## src/rtl/aat_pkg.sv

```systemverilog
// ---------------------------------------------------------------------------
// Aging address table package
// Shared types, sizes and event codes for the aging device address table.
// ---------------------------------------------------------------------------
`default_nettype none

package aat_pkg;

    // Table geometry.
    localparam int TABLE_DEPTH = 16;
    localparam int IDX_W       = (TABLE_DEPTH > 1) ? $clog2(TABLE_DEPTH) : 1;
    localparam int CNT_W       = $clog2(TABLE_DEPTH + 1);

    // Timeout after reset, in milliseconds.
    localparam logic [31:0] TIMEOUT_RESET = 32'(15 * 1000);

    // Event codes carried in event_kind.
    localparam logic [1:0] EV_REFRESH = 2'd0;
    localparam logic [1:0] EV_ADDED   = 2'd1;
    localparam logic [1:0] EV_IGNORED = 2'd2;
    localparam logic [1:0] EV_REMOVED = 2'd3;

    // One sighting.
    typedef struct packed {
        logic [47:0] dev_addr;
        logic [1:0]  addr_kind;
        logic [31:0] now_ms;
    } item_t;

    // One reported event.
    typedef struct packed {
        logic [1:0]  event_kind;
        logic [47:0] ev_addr;
        logic [1:0]  ev_addr_kind;
        logic [31:0] ev_time_ms;
        logic [4:0]  active_count;
        logic        last_of_run;
    } result_t;

    // One stored table entry.
    typedef struct packed {
        logic [47:0] addr;
        logic [1:0]  kind;
        logic [31:0] seen;
    } entry_t;

    // Commands from the controller to the datapath.
    typedef struct packed {
        logic load;
        logic hit;
        logic scan_inc;
        logic upd;
        logic keep;
        logic remove;
        logic flush;
    } aat_cmd_t;

    // Status from the datapath to the controller.
    typedef struct packed {
        logic scan_end;
        logic match;
        logic expired;
        logic out_free;
    } aat_sts_t;

endpackage

`default_nettype wire

```

## src/rtl/aat_dp.sv

```systemverilog
// ---------------------------------------------------------------------------
// Aging address table datapath
// Entry storage, scan and write pointers, pending event and output register.
// ---------------------------------------------------------------------------
`default_nettype none

module aat_dp (
    input  wire                  clk,
    input  wire                  rst_n,
    input  aat_pkg::item_t       item,
    input  wire                  result_stall,
    output aat_pkg::result_t     result,
    output logic                 result_valid,
    input  wire                  cfg_valid,
    input  wire                  cfg_ready,
    input  wire  [31:0]          cfg_data,
    input  aat_pkg::aat_cmd_t    cmd,
    output aat_pkg::aat_sts_t    sts
);
    import aat_pkg::*;

    entry_t            entry_mem [TABLE_DEPTH];
    item_t             item_reg;
    result_t           pend_reg, pend_next;
    result_t           out_reg, out_next;
    logic              out_valid_reg, out_valid_next;
    logic [31:0]       timeout_reg;
    logic [CNT_W-1:0]  count_reg, count_next;
    logic [CNT_W-1:0]  live_reg, live_next;
    logic [CNT_W-1:0]  scan_idx_reg, scan_idx_next;
    logic [CNT_W-1:0]  wr_idx_reg, wr_idx_next;
    logic              hit_reg, hit_next;
    entry_t            rd_entry;
    entry_t            wr_data;
    logic [IDX_W-1:0]  wr_addr;
    logic              wr_en;
    logic [31:0]       age;

    // Entry under the scan pointer and its age.
    assign rd_entry = entry_mem[scan_idx_reg[IDX_W-1:0]];
    assign age      = item_reg.now_ms - rd_entry.seen;

    assign sts.scan_end = (scan_idx_reg == count_reg);
    assign sts.match    = (rd_entry.addr == item_reg.dev_addr) &&
                          (rd_entry.kind == item_reg.addr_kind);
    assign sts.expired  = (age > timeout_reg);
    assign sts.out_free = !out_valid_reg || !result_stall;

    assign result       = out_reg;
    assign result_valid = out_valid_reg;

    // Single write port: refresh or append on update, compaction on keep.
    always_comb
    begin
        wr_en   = 1'b0;
        wr_addr = wr_idx_reg[IDX_W-1:0];
        wr_data = rd_entry;
        if (cmd.upd)
        begin
            wr_data = '{addr: item_reg.dev_addr, kind: item_reg.addr_kind,
                        seen: item_reg.now_ms};
            if (hit_reg)
            begin
                wr_en   = 1'b1;
                wr_addr = scan_idx_reg[IDX_W-1:0];
            end
            else if (count_reg < CNT_W'(TABLE_DEPTH))
            begin
                wr_en   = 1'b1;
                wr_addr = count_reg[IDX_W-1:0];
            end
        end
        else if (cmd.keep)
        begin
            wr_en = 1'b1;
        end
    end

    always_ff @(posedge clk)
    begin
        if (wr_en)
        begin
            entry_mem[wr_addr] <= wr_data;
        end
    end

    // Pointers, counts, pending event and output register.
    always_comb
    begin
        count_next     = count_reg;
        live_next      = live_reg;
        scan_idx_next  = scan_idx_reg;
        wr_idx_next    = wr_idx_reg;
        hit_next       = hit_reg;
        pend_next      = pend_reg;
        out_next       = out_reg;
        out_valid_next = out_valid_reg && result_stall;

        if (cmd.load)
        begin
            scan_idx_next = '0;
            wr_idx_next   = '0;
            hit_next      = 1'b0;
        end
        if (cmd.hit)
        begin
            hit_next = 1'b1;
        end
        if (cmd.scan_inc)
        begin
            scan_idx_next = scan_idx_reg + CNT_W'(1);
        end

        // Update outcome becomes the first pending event.
        if (cmd.upd)
        begin
            pend_next.ev_addr      = item_reg.dev_addr;
            pend_next.ev_addr_kind = item_reg.addr_kind;
            pend_next.ev_time_ms   = item_reg.now_ms;
            pend_next.last_of_run  = 1'b0;
            live_next              = count_reg;
            if (hit_reg)
            begin
                pend_next.event_kind = EV_REFRESH;
            end
            else if (count_reg < CNT_W'(TABLE_DEPTH))
            begin
                pend_next.event_kind = EV_ADDED;
                count_next           = count_reg + CNT_W'(1);
                live_next            = count_reg + CNT_W'(1);
            end
            else
            begin
                pend_next.event_kind = EV_IGNORED;
                pend_next.ev_time_ms = '0;
            end
            pend_next.active_count = 5'(live_next);
            scan_idx_next          = '0;
            wr_idx_next            = '0;
        end

        // Survivor moves down to the write pointer.
        if (cmd.keep)
        begin
            wr_idx_next   = wr_idx_reg + CNT_W'(1);
            scan_idx_next = scan_idx_reg + CNT_W'(1);
        end

        // Removal: the previous pending event goes out, this one waits.
        if (cmd.remove)
        begin
            out_next               = pend_reg;
            out_next.last_of_run   = 1'b0;
            out_valid_next         = 1'b1;
            live_next              = live_reg - CNT_W'(1);
            pend_next.event_kind   = EV_REMOVED;
            pend_next.ev_addr      = rd_entry.addr;
            pend_next.ev_addr_kind = rd_entry.kind;
            pend_next.ev_time_ms   = rd_entry.seen;
            pend_next.active_count = 5'(live_reg - CNT_W'(1));
            pend_next.last_of_run  = 1'b0;
            scan_idx_next          = scan_idx_reg + CNT_W'(1);
        end

        // End of the pass: the last event closes the run.
        if (cmd.flush)
        begin
            out_next             = pend_reg;
            out_next.last_of_run = 1'b1;
            out_valid_next       = 1'b1;
            count_next           = live_reg;
        end
    end

    always_ff @(posedge clk or negedge rst_n)
    begin
        if (!rst_n)
        begin
            count_reg     <= '0;
            live_reg      <= '0;
            scan_idx_reg  <= '0;
            wr_idx_reg    <= '0;
            hit_reg       <= 1'b0;
            out_valid_reg <= 1'b0;
            timeout_reg   <= TIMEOUT_RESET;
        end
        else
        begin
            count_reg     <= count_next;
            live_reg      <= live_next;
            scan_idx_reg  <= scan_idx_next;
            wr_idx_reg    <= wr_idx_next;
            hit_reg       <= hit_next;
            out_valid_reg <= out_valid_next;
            if (cfg_valid && cfg_ready)
            begin
                timeout_reg <= cfg_data;
            end
        end
    end

    // Payload registers.
    always_ff @(posedge clk)
    begin
        if (cmd.load)
        begin
            item_reg <= item;
        end
        pend_reg <= pend_next;
        out_reg  <= out_next;
    end

`ifndef SYNTHESIS
    // The table never holds more entries than it has rows.
    a_count_bound: assert property (@(posedge clk) disable iff (!rst_n)
        count_reg <= CNT_W'(TABLE_DEPTH))
        else $error("entry count exceeds table depth");

    // Compaction never writes ahead of the entry being examined.
    a_wr_behind: assert property (@(posedge clk) disable iff (!rst_n)
        wr_idx_reg <= scan_idx_reg)
        else $error("compaction write pointer passed scan pointer");

    // At the end of a pass the live count equals the survivors written.
    a_flush_count: assert property (@(posedge clk) disable iff (!rst_n)
        cmd.flush |-> (live_reg == wr_idx_reg))
        else $error("live count disagrees with compacted entries");

    // A removal always takes an entry that is held.
    a_remove_live: assert property (@(posedge clk) disable iff (!rst_n)
        cmd.remove |-> (live_reg != '0))
        else $error("removal with an empty table");
`endif

endmodule

`default_nettype wire

```

## src/rtl/aat_ctrl.sv

```systemverilog
// ---------------------------------------------------------------------------
// Aging address table controller
// Sequences search, update, aging pass and final flush for each sighting.
// ---------------------------------------------------------------------------
`default_nettype none

module aat_ctrl (
    input  wire                  clk,
    input  wire                  rst_n,
    input  wire                  item_valid,
    output logic                 item_stall,
    input  aat_pkg::aat_sts_t    sts,
    output aat_pkg::aat_cmd_t    cmd
);
    import aat_pkg::*;

    localparam logic [2:0] ST_IDLE  = 3'd0;
    localparam logic [2:0] ST_SRCH  = 3'd1;
    localparam logic [2:0] ST_UPD   = 3'd2;
    localparam logic [2:0] ST_AGE   = 3'd3;
    localparam logic [2:0] ST_FLUSH = 3'd4;

    logic [2:0] state_reg, state_next;

    // Sightings are taken only between runs.
    assign item_stall = (state_reg != ST_IDLE);

    // Next state and command decode.
    always_comb
    begin
        state_next = state_reg;
        cmd        = '0;
        unique case (state_reg)
            ST_IDLE:
            begin
                if (item_valid)
                begin
                    cmd.load   = 1'b1;
                    state_next = ST_SRCH;
                end
            end
            ST_SRCH:
            begin
                if (sts.scan_end)
                begin
                    state_next = ST_UPD;
                end
                else if (sts.match)
                begin
                    cmd.hit    = 1'b1;
                    state_next = ST_UPD;
                end
                else
                begin
                    cmd.scan_inc = 1'b1;
                end
            end
            ST_UPD:
            begin
                cmd.upd    = 1'b1;
                state_next = ST_AGE;
            end
            ST_AGE:
            begin
                if (sts.scan_end)
                begin
                    state_next = ST_FLUSH;
                end
                else if (!sts.expired)
                begin
                    cmd.keep = 1'b1;
                end
                else if (sts.out_free)
                begin
                    cmd.remove = 1'b1;
                end
            end
            ST_FLUSH:
            begin
                if (sts.out_free)
                begin
                    cmd.flush  = 1'b1;
                    state_next = ST_IDLE;
                end
            end
            default:
            begin
                state_next = ST_IDLE;
            end
        endcase
    end

    always_ff @(posedge clk or negedge rst_n)
    begin
        if (!rst_n)
        begin
            state_reg <= ST_IDLE;
        end
        else
        begin
            state_reg <= state_next;
        end
    end

endmodule

`default_nettype wire

```

## src/rtl/aging_device_address_table_core.sv

```systemverilog
// ---------------------------------------------------------------------------
// Aging device address table
// Tracks recently seen devices, refreshes or appends on each sighting and
// ages out stale entries, reporting the outcome of each sighting and each removal.
// ---------------------------------------------------------------------------
// Each sighting (address, address type, time in ms) is searched in an ordered
// table of 16 entries: a hit refreshes the entry's time, a miss appends it if
// there is room and is otherwise reported as ignored. An aging pass then
// removes, in table order, every entry older than timeout_ms (wrap-around
// age), closing the gaps. The first result is the update outcome, followed by
// one result per removal; last_of_run marks the final one. One sighting is
// processed at a time: the search examines the entries in table order until
// a hit or the end of the table, then come the update, the aging pass over
// every entry held after the update, and the flush; the next sighting is
// taken in the idle state that follows. Removals and the flush wait while
// the result side stalls, so the next sighting is then taken later. The
// timeout register is always ready to be written and should be changed only
// while idle.
`default_nettype none

module aging_device_address_table_core (
    input  wire                clk,
    input  wire                rst_n,
    input  wire                item_valid,
    output logic               item_stall,
    input  aat_pkg::item_t     item,
    output logic               result_valid,
    input  wire                result_stall,
    output aat_pkg::result_t   result,
    input  wire                cfg_valid,
    output logic               cfg_ready,
    input  wire  [31:0]        cfg_data
);
    import aat_pkg::*;

    aat_cmd_t cmd;
    aat_sts_t sts;

    assign cfg_ready = 1'b1;

    // Sequencer.
    aat_ctrl u_ctrl (
        .clk        (clk),
        .rst_n      (rst_n),
        .item_valid (item_valid),
        .item_stall (item_stall),
        .sts        (sts),
        .cmd        (cmd)
    );

    // Table storage and result path.
    aat_dp u_dp (
        .clk          (clk),
        .rst_n        (rst_n),
        .item         (item),
        .result_stall (result_stall),
        .result       (result),
        .result_valid (result_valid),
        .cfg_valid    (cfg_valid),
        .cfg_ready    (cfg_ready),
        .cfg_data     (cfg_data),
        .cmd          (cmd),
        .sts          (sts)
    );

endmodule

`default_nettype wire

```

## config.mk

```make
export PLATFORM = sky130hd
export DESIGN_NAME = aging_device_address_table_core
export DESIGN_NICKNAME = d
export VERILOG_FILES = /design/src/rtl/aat_pkg.sv /design/src/rtl/aat_dp.sv /design/src/rtl/aat_ctrl.sv /design/src/rtl/aging_device_address_table_core.sv
export SDC_FILE = /design/constraint.sdc
export NUM_CORES = 2
export LEC_CHECK = 0
export BUFFER_PORTS_ARGS = -buffer_cell sky130_fd_sc_hd__buf_2
export CAP_MARGIN = 20
export CORE_ASPECT_RATIO = 0.9
export CORE_MARGIN = 4
export CORE_UTILIZATION = 40
export DETAILED_ROUTE_END_ITERATION = 7
export MAX_ROUTING_LAYER = met4
export SLEW_MARGIN = 20
export SYNTH_ARGS = -nofsm -noshare
export SYNTH_HDL_FRONTEND = slang
export SYNTH_SLANG_ARGS = --single-unit
```

## constraint.sdc

```tcl
create_clock -name clk -period 15.5 [get_ports clk]
set_input_delay 0 -clock clk [delete_from_list [all_inputs] [get_ports clk]]
set_output_delay 0 -clock clk [all_outputs]
set_load 0.02 [all_outputs]
```

==> impl_metrics.ini <==
[placement]
dp_slack_ns = 4.71
postPlaceCellArea_mm2 = 0.0706
dpl.hpwl_mm = 101
place_congestion = 0.859
io_buffers = 210

[critical_path]
critPathKind = reg -> reg
critPathLaunch = u_dp.scan_idx_reg[0]
r2r-end = u_dp.entry_mem[10][62]
reg2reg_depth = 28
r2r-start = u_dp.scan_idx_reg[0]
cp.arrival_ns = 11.14
worstPathRequired_ns = 15.89
crit_fanout = 44
reg2reg_slack_ns = 4.75
slowest_delay_ns = 0.93
cp_slowest_cell = dfrtp_4
cp_num_buf_inv = 4
startpoint_type = flop
crit_family = compound AO/OA/AOI/OAI gates
end_kind = flop

[final_layout]
design_area_mm2 = 0.0793
area_delta_synth_final_pct = 19.0
final_nets = 4609
largest_reg_flops = 1312
layout-drive-gt1-share = 0.211

[drt]
routed_wl_mm = 173
drt_pass1_iterations = 5
drt_iter0_markers = 3767
drc_errors = 0
vias_per_cell = 5.44
via_count = 36900
wire_per_inst_um = 25.6
ant_nets = 0

[hold_path]
hp-class = in -> reg
min_to = u_dp.item_reg[39]
hold_start = item[39]
hold-path-cell-count = 2

[timing]
setup_viol = 0
final-hold-violation-count = 0
relSlewSlack = 0.290
rsz0062_at_grt = no
tightestPinTransition_ns = 1.06
skew_ns = 0.0545
hold_ws_ns = 0.0804
period_share = 0.694
drv_slew = 0
period_minus_slack_ns = 10.75
worst_slack_ns = 4.75
tns_ns = 0
fmax_mhz = 93.0

[clock_network]
cts_resized = 0
cts.sinks = 1629
clk_latency_ns = 0.82
cts_made_buffers = 168
post_cts_buffers = 0
h-tree-depth = 4
cts-hold-fix-buffers = 294
clk_pin_slew_worst_paths_ns = 0.06
cts_tree = built
clk_path_buf_depth = 3
clock-root-buffer = clkbuf_16

[yosys]
syn_inst = 3831
synth_area_leaders = edfxtp_1, mux4_2, mux2i_1
yosysSeqAreaShare = 0.729
synthDistinctLibCells = 77
synth_warnings = 0
synth_area_mm2 = 0.0667
synth-edff-count = 1570
synth_nets = 4019
synth-seq-cells = 1629
syn_avg_cell_area_um2 = 17.4
ys_async_sr_fraction = 0.0344
synth_ff_type = edfxtp_1
yosysTopAreaCell = edfxtp_1
synthDominantCellAreaShare = 0.707

[pwr]
power_frac_clock = 0.216
cellPowerDensity_mw_per_mm2 = 240
switchingPower_w = 0.00707
combPwrFrac = 0.395
p_leak_nw = 27.0
power_w = 0.0190
p_seq_frac = 0.389
p_int_w = 0.0120
ir_worst_vdd_uv = 238
switching_share = 0.371

[run_status]
status = finished clean

[floorplanning]
die_h_um = 395
ios = 212
core_area_mm2 = 0.165
dieArea_mm2 = 0.173
initial_core_util = 0.404
row_count = 141
fp.dieW_um = 438

[job]
maxCapViolCount = 0

[global_routing]
grt_pass1_vias = 37100
grt_pass1_wl_mm = 254
grt_use_total = 0.204
grt-ovfl-total = 0
grt_start_max_net_pins = 130
antenna_found_initial = 2
## worst reg2reg max path: cells and delay by family (launching register included)
kind,cells,cell delay (ns)
AO/OA/AOI/OAI,9,2.56
adder cells (fa/ha/maj),3,0.75
AND/OR/NAND/NOR,9,2.41
buffers and inverters,4,2.37
XOR/XNOR,1,0.13
flip-flops,1,0.93
multiplexers,2,1.19
## cell usage in the layout (no fill, tap or decap), types with 23 or more instances in the layout
cell and n:
nor2b_1 98, a22oi_1 60, edfxtp_1 1570, xnor2_1 74, clkbuf_1 33, dfrtp_1 45
mux4_2 276, clkbuf_16 169, clkinv_2 23, ha_1 68, a21o_1 32, a21oi_1 54
nand2_1 442, buf_4 99, mux2i_1 181, inv_1 52, nor2_1 89, clkinv_1 33
xor2_1 44, o21ai_0 188, buf_2 210, nand3_1 83, dlygate4sd3_1 294, mux2_2 54
## metal layers
layer  GRT usage  routed length, µm
met1       0.288              76700
met2       0.313              82300
met3      0.0315              10400
met4      0.0528               3850
met5           -                  0
## final cells by class
class                   count  area [µm²]
repair buffers            612        4920
multi-input cells        1954       17100
fillers                 13700       85600
diodes                      1        2.50
clock buffers             208        4440
clock inverters           101        1210
inverters                  56         218
flip-flops and latches   1629       48600
well taps                2216        2770
## cells in the mapped netlist (6+ instances only)
| master | number |
|---|---|
| inv_1 | 55 |
| dfstp_2 | 7 |
| or2_2 | 8 |
| a211oi_1 | 10 |
| xnor2_1 | 74 |
| nand3_1 | 84 |
| a22oi_1 | 60 |
| o21ai_0 | 200 |
| xor2_1 | 44 |
| edfxtp_1 | 1570 |
| clkbuf_1 | 74 |
| o21a_1 | 9 |
| nor2b_1 | 100 |
| buf_2 | 65 |
| nand4_1 | 20 |
| mux2_2 | 54 |
| nand2_1 | 443 |
| a21oi_1 | 54 |
| buf_4 | 21 |
| nor3_1 | 12 |
| ha_1 | 68 |
| and3_1 | 9 |
| mux2i_1 | 181 |
| buf_1 | 26 |
| nor2_1 | 111 |
| dfrtp_1 | 49 |
| nand2b_1 | 9 |
| mux4_2 | 276 |
| a31oi_1 | 11 |
| and2_1 | 8 |
| a21o_1 | 32 |
| nor4_1 | 6 |
## how the worst max path moves through the flow
| stage | to | slack [ns] | cells after the start |
|---|---|---|---|
| 6_report | u_dp.entry_mem[10][62] | 4.75 | 28 |
| 2_1_floorplan | u_dp.entry_mem[8][0] | 4.66 | 33 |
| 5_1_grt | u_dp.entry_mem[10][11] | 3.96 | 28 |
| 3_5_place_dp | u_dp.entry_mem[1][55] | 4.71 | 28 |
| 4_1_cts | u_dp.entry_mem[1][54] | 4.66 | 28 |
| 3_3_place_gp | u_dp.entry_mem[1][61] | 4.80 | 28 |
## stage by stage
stage,utilization,cells
global route,0.481,6776
finish,0.481,6777
CTS,0.480,6773
floorplan,-,3831
detailed placement,0.428,6170
global placement,0.428,6170
## power groups by stage
stage                     logic (W)  registers [W]  clock network [W]
after CTS                   0.00751        0.00742            0.00420
after global placement      0.00733        0.00749                  0
final                       0.00751        0.00740            0.00412
after floorplan             0.00472        0.00754                  0
after global routing        0.00817        0.00747            0.00440
after detailed placement    0.00743        0.00750                  0
## cells by family after synthesis
| kind of cell | count (synthesis) | synth area share |
|---|---|---|
| flops | 1629 | 0.729 |
| mux | 513 | 0.130 |
| fa+ha+maj | 69 | 0.0131 |
| xor+xnor | 118 | 0.0155 |
| simple gates | 827 | 0.0554 |
| other cells | 1 | 0.0000563 |
| compound gates | 426 | 0.0394 |
| buf+inv | 248 | 0.0171 |
No activity file was read; power rests on OpenSTA's default activity.
